--- src/rtl/core/ostt_pkg.sv ---
`timescale 1ns / 1ps
// ----------------------------------------------------------------------------
// ostt_pkg
// Shared types and codes for the one-shot timer table.
// ----------------------------------------------------------------------------
package ostt_pkg;

   localparam int DeadlineBits = 64;
   localparam int MaxResults   = 16;
   localparam int RetireBits   = 5;

   localparam logic MODE_ADD  = 1'b0;
   localparam logic MODE_POLL = 1'b1;

   localparam logic [1:0] KIND_ADDED = 2'd0;
   localparam logic [1:0] KIND_FULL  = 2'd1;
   localparam logic [1:0] KIND_FIRED = 2'd2;
   localparam logic [1:0] KIND_NONE  = 2'd3;

   typedef struct packed {
      logic        mode;
      logic [63:0] deadline;
      logic [7:0]  handler_tag;
      logic [63:0] now_time;
   } req_type;

   typedef struct packed {
      logic [1:0] kind;
      logic [3:0] slot;
      logic [7:0] fired_tag;
      logic [4:0] active_count;
      logic       last;
   } rsp_type;

   typedef enum logic [1:0] {
      ST_IDLE,
      ST_SCAN,
      ST_CHECK,
      ST_FINISH
   } state_type;

endpackage

--- src/rtl/core/ostt_ram.sv ---
`timescale 1ns / 1ps
// ----------------------------------------------------------------------------
// ostt_ram
// Generic single write port, single read port RAM with registered read.
// ----------------------------------------------------------------------------
module ostt_ram #(
   parameter int WIDTH = 72,
   parameter int DEPTH = 16,
   localparam int AddrW = (DEPTH > 1) ? $clog2(DEPTH) : 1
) (
   input  logic             clock,
   input  logic             wr_en,
   input  logic [AddrW-1:0] wr_addr,
   input  logic [WIDTH-1:0] wr_data,
   input  logic [AddrW-1:0] rd_addr,
   output logic [WIDTH-1:0] rd_data
);

   logic [WIDTH-1:0] mem_ff [DEPTH];
   logic [WIDTH-1:0] rd_data_ff;

   always_ff @(posedge clock) begin
      if (wr_en) begin
         mem_ff[wr_addr] <= wr_data;
      end
      rd_data_ff <= mem_ff[rd_addr];
   end

   assign rd_data = rd_data_ff;

endmodule

--- src/rtl/core/one_shot_timer_table_unit.sv ---
`timescale 1ns / 1ps
// ----------------------------------------------------------------------------
// one_shot_timer_table_unit
// Table of one-shot timers: add to lowest free slot, poll retires due timers.
// ----------------------------------------------------------------------------
//  channel  ports                          direction  payload
//  req      req_valid req_ready req_data   in         ostt_pkg::req_type
//  rsp      rsp_valid rsp_ready rsp_data   out        ostt_pkg::rsp_type
//
//  add: visits slots in order up to the first free one, then finishes;
//  a full table has every slot visited
//  poll: visits slots in order up to the last or the retire cap; an
//  occupied slot takes a registered table read, then the shared 64-bit deadline compare
//  reset clears all valid bits at once; no clearing pass
//  a fired result waiting on rsp_ready holds the scan at the next due slot
// ----------------------------------------------------------------------------
module one_shot_timer_table_unit #(
   parameter int QUEUE_DEPTH = 16,
   parameter int TAG_BITS    = 8
) (
   input  logic              clock,
   input  logic              reset,
   input  logic              req_valid,
   output logic              req_ready,
   input  ostt_pkg::req_type req_data,
   output logic              rsp_valid,
   input  logic              rsp_ready,
   output ostt_pkg::rsp_type rsp_data
);

   localparam int IdxW = (QUEUE_DEPTH > 1) ? $clog2(QUEUE_DEPTH) : 1;
   localparam int CntW = $clog2(QUEUE_DEPTH + 1);
   localparam int RamW = ostt_pkg::DeadlineBits + TAG_BITS;
   localparam logic [IdxW-1:0] LastIdx = IdxW'(QUEUE_DEPTH - 1);

   ostt_pkg::state_type state_ff, state_in;
   logic [IdxW-1:0]          idx_ff, idx_in;
   logic [QUEUE_DEPTH-1:0]   valid_ff, valid_in;
   logic [CntW-1:0]          count_ff, count_in;
   logic [ostt_pkg::RetireBits-1:0] ret_ff, ret_in;
   ostt_pkg::req_type        req_ff, req_in;
   ostt_pkg::rsp_type        pend_ff, pend_in;
   logic                     pend_vld_ff, pend_vld_in;
   ostt_pkg::rsp_type        rsp_data_ff, rsp_data_in;
   logic                     rsp_valid_ff, rsp_valid_in;

   logic                     ram_wr_en;
   logic [RamW-1:0]          ram_rd_data;
   logic [ostt_pkg::DeadlineBits-1:0] rd_deadline;
   logic [TAG_BITS-1:0]      rd_tag;
   logic                     due;
   logic                     can_push;
   logic                     last_slot;
   logic                     cur_valid;
   logic                     ret_cap;

   ostt_ram #(
      .WIDTH (RamW),
      .DEPTH (QUEUE_DEPTH)
   ) u_ram (
      .clock   (clock),
      .wr_en   (ram_wr_en),
      .wr_addr (idx_ff),
      .wr_data ({req_ff.deadline, TAG_BITS'(req_ff.handler_tag)}),
      .rd_addr (idx_ff),
      .rd_data (ram_rd_data)
   );

   assign rd_deadline = ram_rd_data[RamW-1 -: ostt_pkg::DeadlineBits];
   assign rd_tag      = ram_rd_data[TAG_BITS-1:0];
   // shared compare unit
   assign due         = req_ff.now_time >= rd_deadline;
   assign can_push    = !rsp_valid_ff || rsp_ready;
   assign last_slot   = idx_ff == LastIdx;
   assign cur_valid   = valid_ff[idx_ff];
   assign ret_cap     = ret_ff == ostt_pkg::RetireBits'(ostt_pkg::MaxResults);

   // next state
   always_comb begin
      state_in = state_ff;
      unique case (state_ff)
         ostt_pkg::ST_IDLE: begin
            if (req_valid) begin
               state_in = ostt_pkg::ST_SCAN;
            end
         end
         ostt_pkg::ST_SCAN: begin
            if (req_ff.mode == ostt_pkg::MODE_ADD) begin
               if (!cur_valid || last_slot) begin
                  state_in = ostt_pkg::ST_FINISH;
               end
            end else if (ret_cap) begin
               state_in = ostt_pkg::ST_FINISH;
            end else if (cur_valid) begin
               state_in = ostt_pkg::ST_CHECK;
            end else if (last_slot) begin
               state_in = ostt_pkg::ST_FINISH;
            end
         end
         ostt_pkg::ST_CHECK: begin
            if (!(due && pend_vld_ff && !can_push)) begin
               state_in = last_slot ? ostt_pkg::ST_FINISH : ostt_pkg::ST_SCAN;
            end
         end
         ostt_pkg::ST_FINISH: begin
            if (can_push) begin
               state_in = ostt_pkg::ST_IDLE;
            end
         end
         default: state_in = ostt_pkg::ST_IDLE;
      endcase
   end

   // datapath and outputs
   always_comb begin
      idx_in       = idx_ff;
      valid_in     = valid_ff;
      count_in     = count_ff;
      ret_in       = ret_ff;
      req_in       = req_ff;
      pend_in      = pend_ff;
      pend_vld_in  = pend_vld_ff;
      rsp_data_in  = rsp_data_ff;
      rsp_valid_in = rsp_valid_ff && !rsp_ready;
      ram_wr_en    = 1'b0;
      unique case (state_ff)
         ostt_pkg::ST_IDLE: begin
            if (req_valid) begin
               req_in      = req_data;
               idx_in      = '0;
               ret_in      = '0;
               pend_vld_in = 1'b0;
            end
         end
         ostt_pkg::ST_SCAN: begin
            if (req_ff.mode == ostt_pkg::MODE_ADD) begin
               if (!cur_valid) begin
                  ram_wr_en              = 1'b1;
                  valid_in[idx_ff]       = 1'b1;
                  count_in               = count_ff + CntW'(1);
                  pend_in.kind           = ostt_pkg::KIND_ADDED;
                  pend_in.slot           = 4'(idx_ff);
                  pend_in.fired_tag      = '0;
                  pend_in.active_count   = 5'(count_ff + CntW'(1));
                  pend_in.last           = 1'b1;
                  pend_vld_in            = 1'b1;
               end else if (last_slot) begin
                  pend_in.kind           = ostt_pkg::KIND_FULL;
                  pend_in.slot           = '0;
                  pend_in.fired_tag      = '0;
                  pend_in.active_count   = 5'(count_ff);
                  pend_in.last           = 1'b1;
                  pend_vld_in            = 1'b1;
               end else begin
                  idx_in = idx_ff + IdxW'(1);
               end
            end else if (!ret_cap && !cur_valid && !last_slot) begin
               idx_in = idx_ff + IdxW'(1);
            end
         end
         ostt_pkg::ST_CHECK: begin
            if (due) begin
               if (!(pend_vld_ff && !can_push)) begin
                  if (pend_vld_ff) begin
                     rsp_valid_in = 1'b1;
                     rsp_data_in  = pend_ff;
                  end
                  valid_in[idx_ff]     = 1'b0;
                  count_in             = count_ff - CntW'(1);
                  ret_in               = ret_ff + ostt_pkg::RetireBits'(1);
                  pend_in.kind         = ostt_pkg::KIND_FIRED;
                  pend_in.slot         = 4'(idx_ff);
                  pend_in.fired_tag    = 8'(rd_tag);
                  pend_in.active_count = 5'(count_ff - CntW'(1));
                  pend_in.last         = 1'b0;
                  pend_vld_in          = 1'b1;
                  if (!last_slot) begin
                     idx_in = idx_ff + IdxW'(1);
                  end
               end
            end else if (!last_slot) begin
               idx_in = idx_ff + IdxW'(1);
            end
         end
         ostt_pkg::ST_FINISH: begin
            if (can_push) begin
               rsp_valid_in = 1'b1;
               if (pend_vld_ff) begin
                  rsp_data_in      = pend_ff;
                  rsp_data_in.last = 1'b1;
               end else begin
                  rsp_data_in.kind         = ostt_pkg::KIND_NONE;
                  rsp_data_in.slot         = '0;
                  rsp_data_in.fired_tag    = '0;
                  rsp_data_in.active_count = 5'(count_ff);
                  rsp_data_in.last         = 1'b1;
               end
            end
         end
         default: ;
      endcase
   end

   // control state
   always_ff @(posedge clock) begin
      if (reset) begin
         state_ff     <= ostt_pkg::ST_IDLE;
         valid_ff     <= '0;
         count_ff     <= '0;
         pend_vld_ff  <= 1'b0;
         rsp_valid_ff <= 1'b0;
      end else begin
         state_ff     <= state_in;
         valid_ff     <= valid_in;
         count_ff     <= count_in;
         pend_vld_ff  <= pend_vld_in;
         rsp_valid_ff <= rsp_valid_in;
      end
   end

   // payload
   always_ff @(posedge clock) begin
      idx_ff      <= idx_in;
      ret_ff      <= ret_in;
      req_ff      <= req_in;
      pend_ff     <= pend_in;
      rsp_data_ff <= rsp_data_in;
   end

   assign req_ready = state_ff == ostt_pkg::ST_IDLE;
   assign rsp_valid = rsp_valid_ff;
   assign rsp_data  = rsp_data_ff;

`ifndef SYNTH
   a_count_matches_valid: assert property (@(posedge clock) disable iff (reset)
      32'(count_ff) == $countones(valid_ff))
      else $error("active count out of step with valid bits");

   a_check_after_scan: assert property (@(posedge clock) disable iff (reset)
      state_ff == ostt_pkg::ST_CHECK |->
         ($past(state_ff) == ostt_pkg::ST_SCAN || $past(state_ff) == ostt_pkg::ST_CHECK))
      else $error("compare phase entered without a table read");

   a_finish_gives_last: assert property (@(posedge clock) disable iff (reset)
      (state_ff == ostt_pkg::ST_FINISH && can_push) |=> (rsp_valid && rsp_data.last))
      else $error("item closed without a final transfer");
`endif

endmodule
--- config.mk ---
export PLATFORM = sky130hd
export DESIGN_NAME = one_shot_timer_table_unit
export DESIGN_NICKNAME = d
export VERILOG_FILES = /design/src/rtl/core/ostt_pkg.sv /design/src/rtl/core/ostt_ram.sv /design/src/rtl/core/one_shot_timer_table_unit.sv
export SDC_FILE = /design/constraint.sdc
export NUM_CORES = 1
export LEC_CHECK = 0
export ABC_AREA = 1
export BUFFER_PORTS_ARGS = -buffer_cell sky130_fd_sc_hd__buf_4
export CORE_MARGIN = 2
export CORE_UTILIZATION = 25
export DETAILED_ROUTE_END_ITERATION = 7
export SETUP_SLACK_MARGIN = 0.5
export SYNTH_ARGS = -nofsm -noshare
export SYNTH_HDL_FRONTEND = slang
export SYNTH_SLANG_ARGS = --single-unit
--- constraint.sdc ---
create_clock -name clock -period 10.2 [get_ports clock]
set_clock_uncertainty 0.2 [all_clocks]
set_input_delay 3.06 -clock clock [delete_from_list [all_inputs] [get_ports clock]]
set_output_delay 3.06 -clock clock [all_outputs]
set_load 0.02 [all_outputs]
# Word level (Yosys, flattened, before mapping)
# Memories as Yosys holds them, arrays and structs flattened. A register that Yosys moved wholly into a read port is not among the register bits.
# Index checks and enable logic that the tools add are counted.
# totals
reg_bits	211
mem_bits_rw	1152
output_inout_bits	22
mem_count	1
# op_classes
add_sub_neg	4
n_lt_le_gt_ge	3
n_eq_ne	19
mux	65
bitwise_logic	3
n_reduce_logical	28
# memory_table
name	words	width	read_ports	rd_clocked_by_memory_dff	wr	line	rtl
u_ram.mem_ff	16	72	1	1	1	ostt_ram.sv:19	logic [WIDTH-1:0] mem_ff [DEPTH];
# op_table
operator	count
two-way mux 20 bit	10
case mux 20 bit (2 select lines)	2
>= comparator 64 bit	1
two-way mux 16 bit	4
two-way mux 5 bit	7
case mux 16 bit (2 select lines)	1
two-way mux 4 bit	7
AND reduction 5 bit	5
case mux 5 bit (2 select lines)	2
two-way mux 2 bit	9
two-way mux 1 bit	17
AND 16 bit	1
!= test 2 bit (second input constant)	8
inverter 16 bit	1
OR 16 bit	1
!= test 3 bit (second input constant)	5
case mux 4 bit (3 select lines)	1
adder 5 x 1 -> 5 bit (second input constant)	2
case mux 2 bit (4 select lines)	1
logical AND 1 bit	7
logical NOT 1 bit	6
AND reduction 6 bit	1
nonzero test 2 bit	3
== test 5 bit (second input constant)	1
17 further kinds	19

# Depth between registers and ports, before layout
# depth
depth_word	9
ltp_mapped	20
mapped_depth_nobuf	19

# Hierarchy
# From an unflattened synthesis, not the netlist that was laid out.
# unflattened
hier_cells	5655
area_unflattened_um2	60585.6
# by_module_without_submodules
module	instances	cells_each	area_per_inst_um2	seq_area_each_um2
ostt_ram	1	4733	50721.1	36034.6
one_shot_timer_table_unit	1	922	9864.5	6085.8

# Least setup slack after synthesis
# Ideal clock, no wire load.
# synth_path
kind	reg-to-reg
from	register idx_ff[0]
to	memory u_ram.mem_ff[2][0] (enable)
arrival_ps	6403
path_slack_ps	3007
path_stages_with_launch	14
n_path_buf	2
cell_sequence	edfxtp_1 inv_2 buf_4 nand2_1 nand3_1 nand2_1 nand2_1 nand2_2 nor2_8 inv_2 nor2_4 inv_2 buf_6 nor3_1
# synth_between
elab_chain_cells	7
# synth_rtl
item	line	rtl
start: declaration	one_shot_timer_table_unit.sv:37	logic [IdxW-1:0] idx_ff, idx_in;
start signal: assignment	one_shot_timer_table_unit.sv:223	idx_ff <= idx_in;
binary-select mux 1 bit (select 4 bit)	one_shot_timer_table_unit.sv:75	assign cur_valid = valid_ff[idx_ff];
two-way mux 1 bit (implied by the code)	one_shot_timer_table_unit.sv:75	
two-way mux 1 bit	one_shot_timer_table_unit.sv:137	if (!cur_valid) begin
two-way mux 1 bit	one_shot_timer_table_unit.sv:136	if (req_ff.mode == ostt_pkg::MODE_ADD) begin
two-way mux 1 bit	one_shot_timer_table_unit.sv:126	unique case (state_ff)
two-way mux 1 bit	ostt_ram.sv:23	if (wr_en) begin
two-way mux 1 bit (implied by the code)	ostt_ram.sv:24	mem_ff[wr_addr] <= wr_data;
end: declaration	ostt_ram.sv:19	
# Several ways; a longest one is shown, not always the timed one. The select of a mux whose other input is x is not followed.

# Final worst setup path
# layout_path
from	register state_ff[0]
to	output req_ready
# layout_between
elab_chain_cells	1
# layout_rtl
item	line	rtl
start: declaration	one_shot_timer_table_unit.sv:36	ostt_pkg::state_type state_ff, state_in;
start signal: assignment	one_shot_timer_table_unit.sv:207	state_ff <= ostt_pkg::ST_IDLE;
start signal: assignment	one_shot_timer_table_unit.sv:213	state_ff <= state_in;
logical NOT 2 bit	one_shot_timer_table_unit.sv:230	assign req_ready = state_ff == ostt_pkg::ST_IDLE;
end: declaration	one_shot_timer_table_unit.sv:24	output logic req_ready,
# No other way between the ends.

==> parameters.txt <==
Parameter                              Value

Power
  Max rail drop VDD    about 0.23 mV
  Lkg Pwr    21.6 nW
  Pwr/cell area    274 nW/um^2
  Overall Power    17.8 mW

Detailed routing
  DR vias    33.8k
  Post-Route WL    143000 um
  Post-detailed-route wirelength per cell    between 15 and 20 um
  First drt pass iteration count    5
  Topmost layer with routed signal wires    met5
  Antenna viol nets, final    0
  DRC errors left    0
  Met1 layer wirelength in the final routing    63900 um
  Length of routed met2 wiring    67800 um
  Routed wire length on met3    8140 um
  Via count normalized by instance count    between 4 and 5
  Iteration-0 DRC count of the detailed router    3254

Placement
  Half-perimeter wire length after placement    76400 um
  Cell area reported after detailed placement    ~60000 um^2
  Placement-stage worst setup slack    a little over 5 ns
  Buffers added on ports    162
  Final weighted congestion of routability-driven global placement    0.778
  Post-placement cell count    7130

Yosys
  Main combinational cell family by area after synthesis    simple AND/OR/NAND/NOR gates
  Net count after synthesis    ~4.4k
  Area contributors post-synth    sky130_fd_sc_hd__edfxtp_1, sky130_fd_sc_hd__o21ai_0, sky130_fd_sc_hd__nor2_1
  Share of cell area taken by muxes after synthesis    0
  Fraction of synthesized cell area taken by the top area cell type    0.727
  Gate count of the mapped netlist    4198
  Area of the mapped netlist    around 55000 um^2
  Proportion of synthesized chip area in sequential cells    0.762
  Number of synthesized flops with an enable pin    around 1.3k
  Most instantiated cells after synthesis    sky130_fd_sc_hd__edfxtp_1, sky130_fd_sc_hd__nor2_1, sky130_fd_sc_hd__o21ai_0
  XOR/XNOR share of the synthesized area    0.00127
  Leading area contributor after synthesis    sky130_fd_sc_hd__edfxtp_1
  Synthesized-area fraction occupied by ao, oa, aoi and oai cells    0.0927
  Post-synthesis sequential element count    1435
  Library cells used by synthesis    36
  Async SR Flop Fraction    0
  Synthesized area divided by synthesized cell count    roughly 13 um^2
  Top FF cell, synth    sky130_fd_sc_hd__edfxtp_1
  Adder-cell share of the synthesized area    0.0172
  Most instantiated library cell after synthesis    sky130_fd_sc_hd__edfxtp_1
  Simple-gate area share of the yosys netlist    0.0960
  Number of warnings reported in the yosys synthesis log    0

Timing
  Worst slew margin relative to its limit    0.174
  Final worst-path setup slack    5.17 ns
  Tmin final    slightly above 5 ns
  Number of setup violations in the final report    0
  Max Slew Vio Count    0
  Final hold violations    0
  Post-route worst hold slack    0.287 ns
  Setup TNS    0 ns
  RSZ-0062 raised after global routing    false
  Share of the clock period used by the worst path after layout    0.494
  Slew at the pin closest to its max-slew limit    between 1 and 1.5 ns
  Fmax    between 150 and 200 MHz

Clock tree
  Post-CTS Setup Bufs    0
  H-tree Lvls    4
  Sink Count    1435
  CTS max path bufs    3
  Number of buffers added to fix hold violations after cts    0
  Number of instances resized during post-cts repair    0
  Clock edge transition at the registers on the reported setup and hold paths    0.06 ns
  TritonCTS clock tree    built
  Number of buffers created by CTS    154
  Clock latency of the later-clocked register in the worst-skew pair    0.77 ns
  Root buf cell    sky130_fd_sc_hd__clkbuf_16

Cells and area
  Fin cells    roughly 7.4k
  Final Net Count    approximately 4.5k
  Count of filler cells inserted in the layout    22.0k
  Fraction of the core area covered by cells at the end of the flow    0.295
  Area overhead of the layout relative to synthesis    17.3%
  Area of all placed cells without fillers    approximately 65000 um^2
  Fraction of layout cells with a size suffix above 1    0.108

Min path
  Worst min-delay path category    reg -> reg
  Startpoint of the most critical hold path    u_ram.rd_data[7]$_DFF_P_

Critical path
  Crit Path Category    reg -> out
  Setup crit end kind    output port
  Data required time of the critical path    6.94 ns
  Worst Setup Start Kind    register
  Beginning of the critical path    state_ff[0]$_SDFFE_PP0P_
  Crit-path max FO    5
  Data arrival, critical path    ~1.8 ns
  R2r startpoint    idx_ff[0]$_DFFE_PP_

GRT
  Global-route wire length before repair    212000 um
  Number of global-route vias before repair    32.7k
  Remaining global-route overflow    0
  Number of antenna violations at the first check in global routing    21
  Largest net degree at the start of global routing    241
  All-layer global routing usage    0.124

Job
  Maximum Capacitance Violations    0

Outcome
  Result of the run    finished, final reports clean

Floorplan
  Die height    474 um
  Floorplan die width    474 um
  Initial Utilization    0.251
  # rows    172
  Num ports    163
  Die footprint    between 200000 and 250000 um^2
  Core Region    220000 um^2
[logic make-up after synthesis]
logic type	count (synthesis)
xor gates and xnor gates	8
and+or+nand+nor	1306
DFF	1435
AOI/OAI and AO/OA	946
adders and majority gates	76
buffers and inverters	427
[where the power goes]
group / switching [mW] / internal [mW]
Combinational: 3.21 / 1.26
Sequential: 0.441 / 7.30
Clock: 2.28 / 3.31
Total: 5.93 / 11.9
[worst max-delay path, cell delays in order, from the launching register on]
cell and delay (ns):
sky130_fd_sc_hd__dfxtp_1 0.40, sky130_fd_sc_hd__inv_1 0.11, sky130_fd_sc_hd__ha_1 0.31, sky130_fd_sc_hd__buf_4 0.20
[flip-flops by register name, indices dropped and copies added (netlist names), named ones only]
name / count
state_ff: 2
count_ff: 5
u_ram.rd_data: 72
pend_ff: 20
u_ram.mem_ff: 1152
ret_ff: 5
req_ff: 137
rsp_data: 20
pend_vld_ff: 1
rsp_valid: 1
idx_ff: 4
[area by class of cell]
type / count / area, um^2 / share of cell area
Sequential cell: 1435 / 42100 / 0.650
Multi-Input combinational cell: 2336 / 11500 / 0.178
Clock buffer: 204 / 4280 / 0.0660
Tap cell: 2958 / 3700 / 0.0571
Timing Repair Buffer: 217 / 1670 / 0.0257
Clock inverter: 80 / 808 / 0.0125
Inverter: 184 / 714 / 0.0110
Antenna cell: 1 / 2.50 / 0.0000386
[layout by cell type (no fill, tap or decap), drive strengths merged, types with 3 or more instances in the layout]
master    netlist  routed
or2             4       4
nor2          679     679
xor2            5       5
dfxtp          97      97
ha             76      76
clkinv          1      55
nand2         461     461
a21oi          49      49
buf            61     217
o22ai         288     288
inv           183     189
nand4          92      92
o21ai         599     599
clkinvlp        0       6
nand3          48      48
bufinv          0      14
clkbuf        182     204
nor3           19      19
xnor2           3       3
edfxtp       1338    1338
[worst paths after layout]
| kind | endpoint | cells after the start | slack [ns] |
|---|---|---|---|
| min | pend_ff[13]$_SDFFCE_PN0P_ | 2 | 0.29 |
| max reg2reg | u_ram.mem_ff[15][19]$_DFFE_PP_ | 13 | 5.22 |
| min reg2reg | pend_ff[13]$_SDFFCE_PN0P_ | 2 | 0.29 |
| max | req_ready | 3 | 5.17 |
[metal layers]
layer  up-vias  global-route usage
met4         6              0.0360
met5         -                   0
met1     16889               0.169
li1      15554                   -
met2      1086               0.203
met3       228              0.0200
No activity file was read; power rests on OpenSTA's default activity.
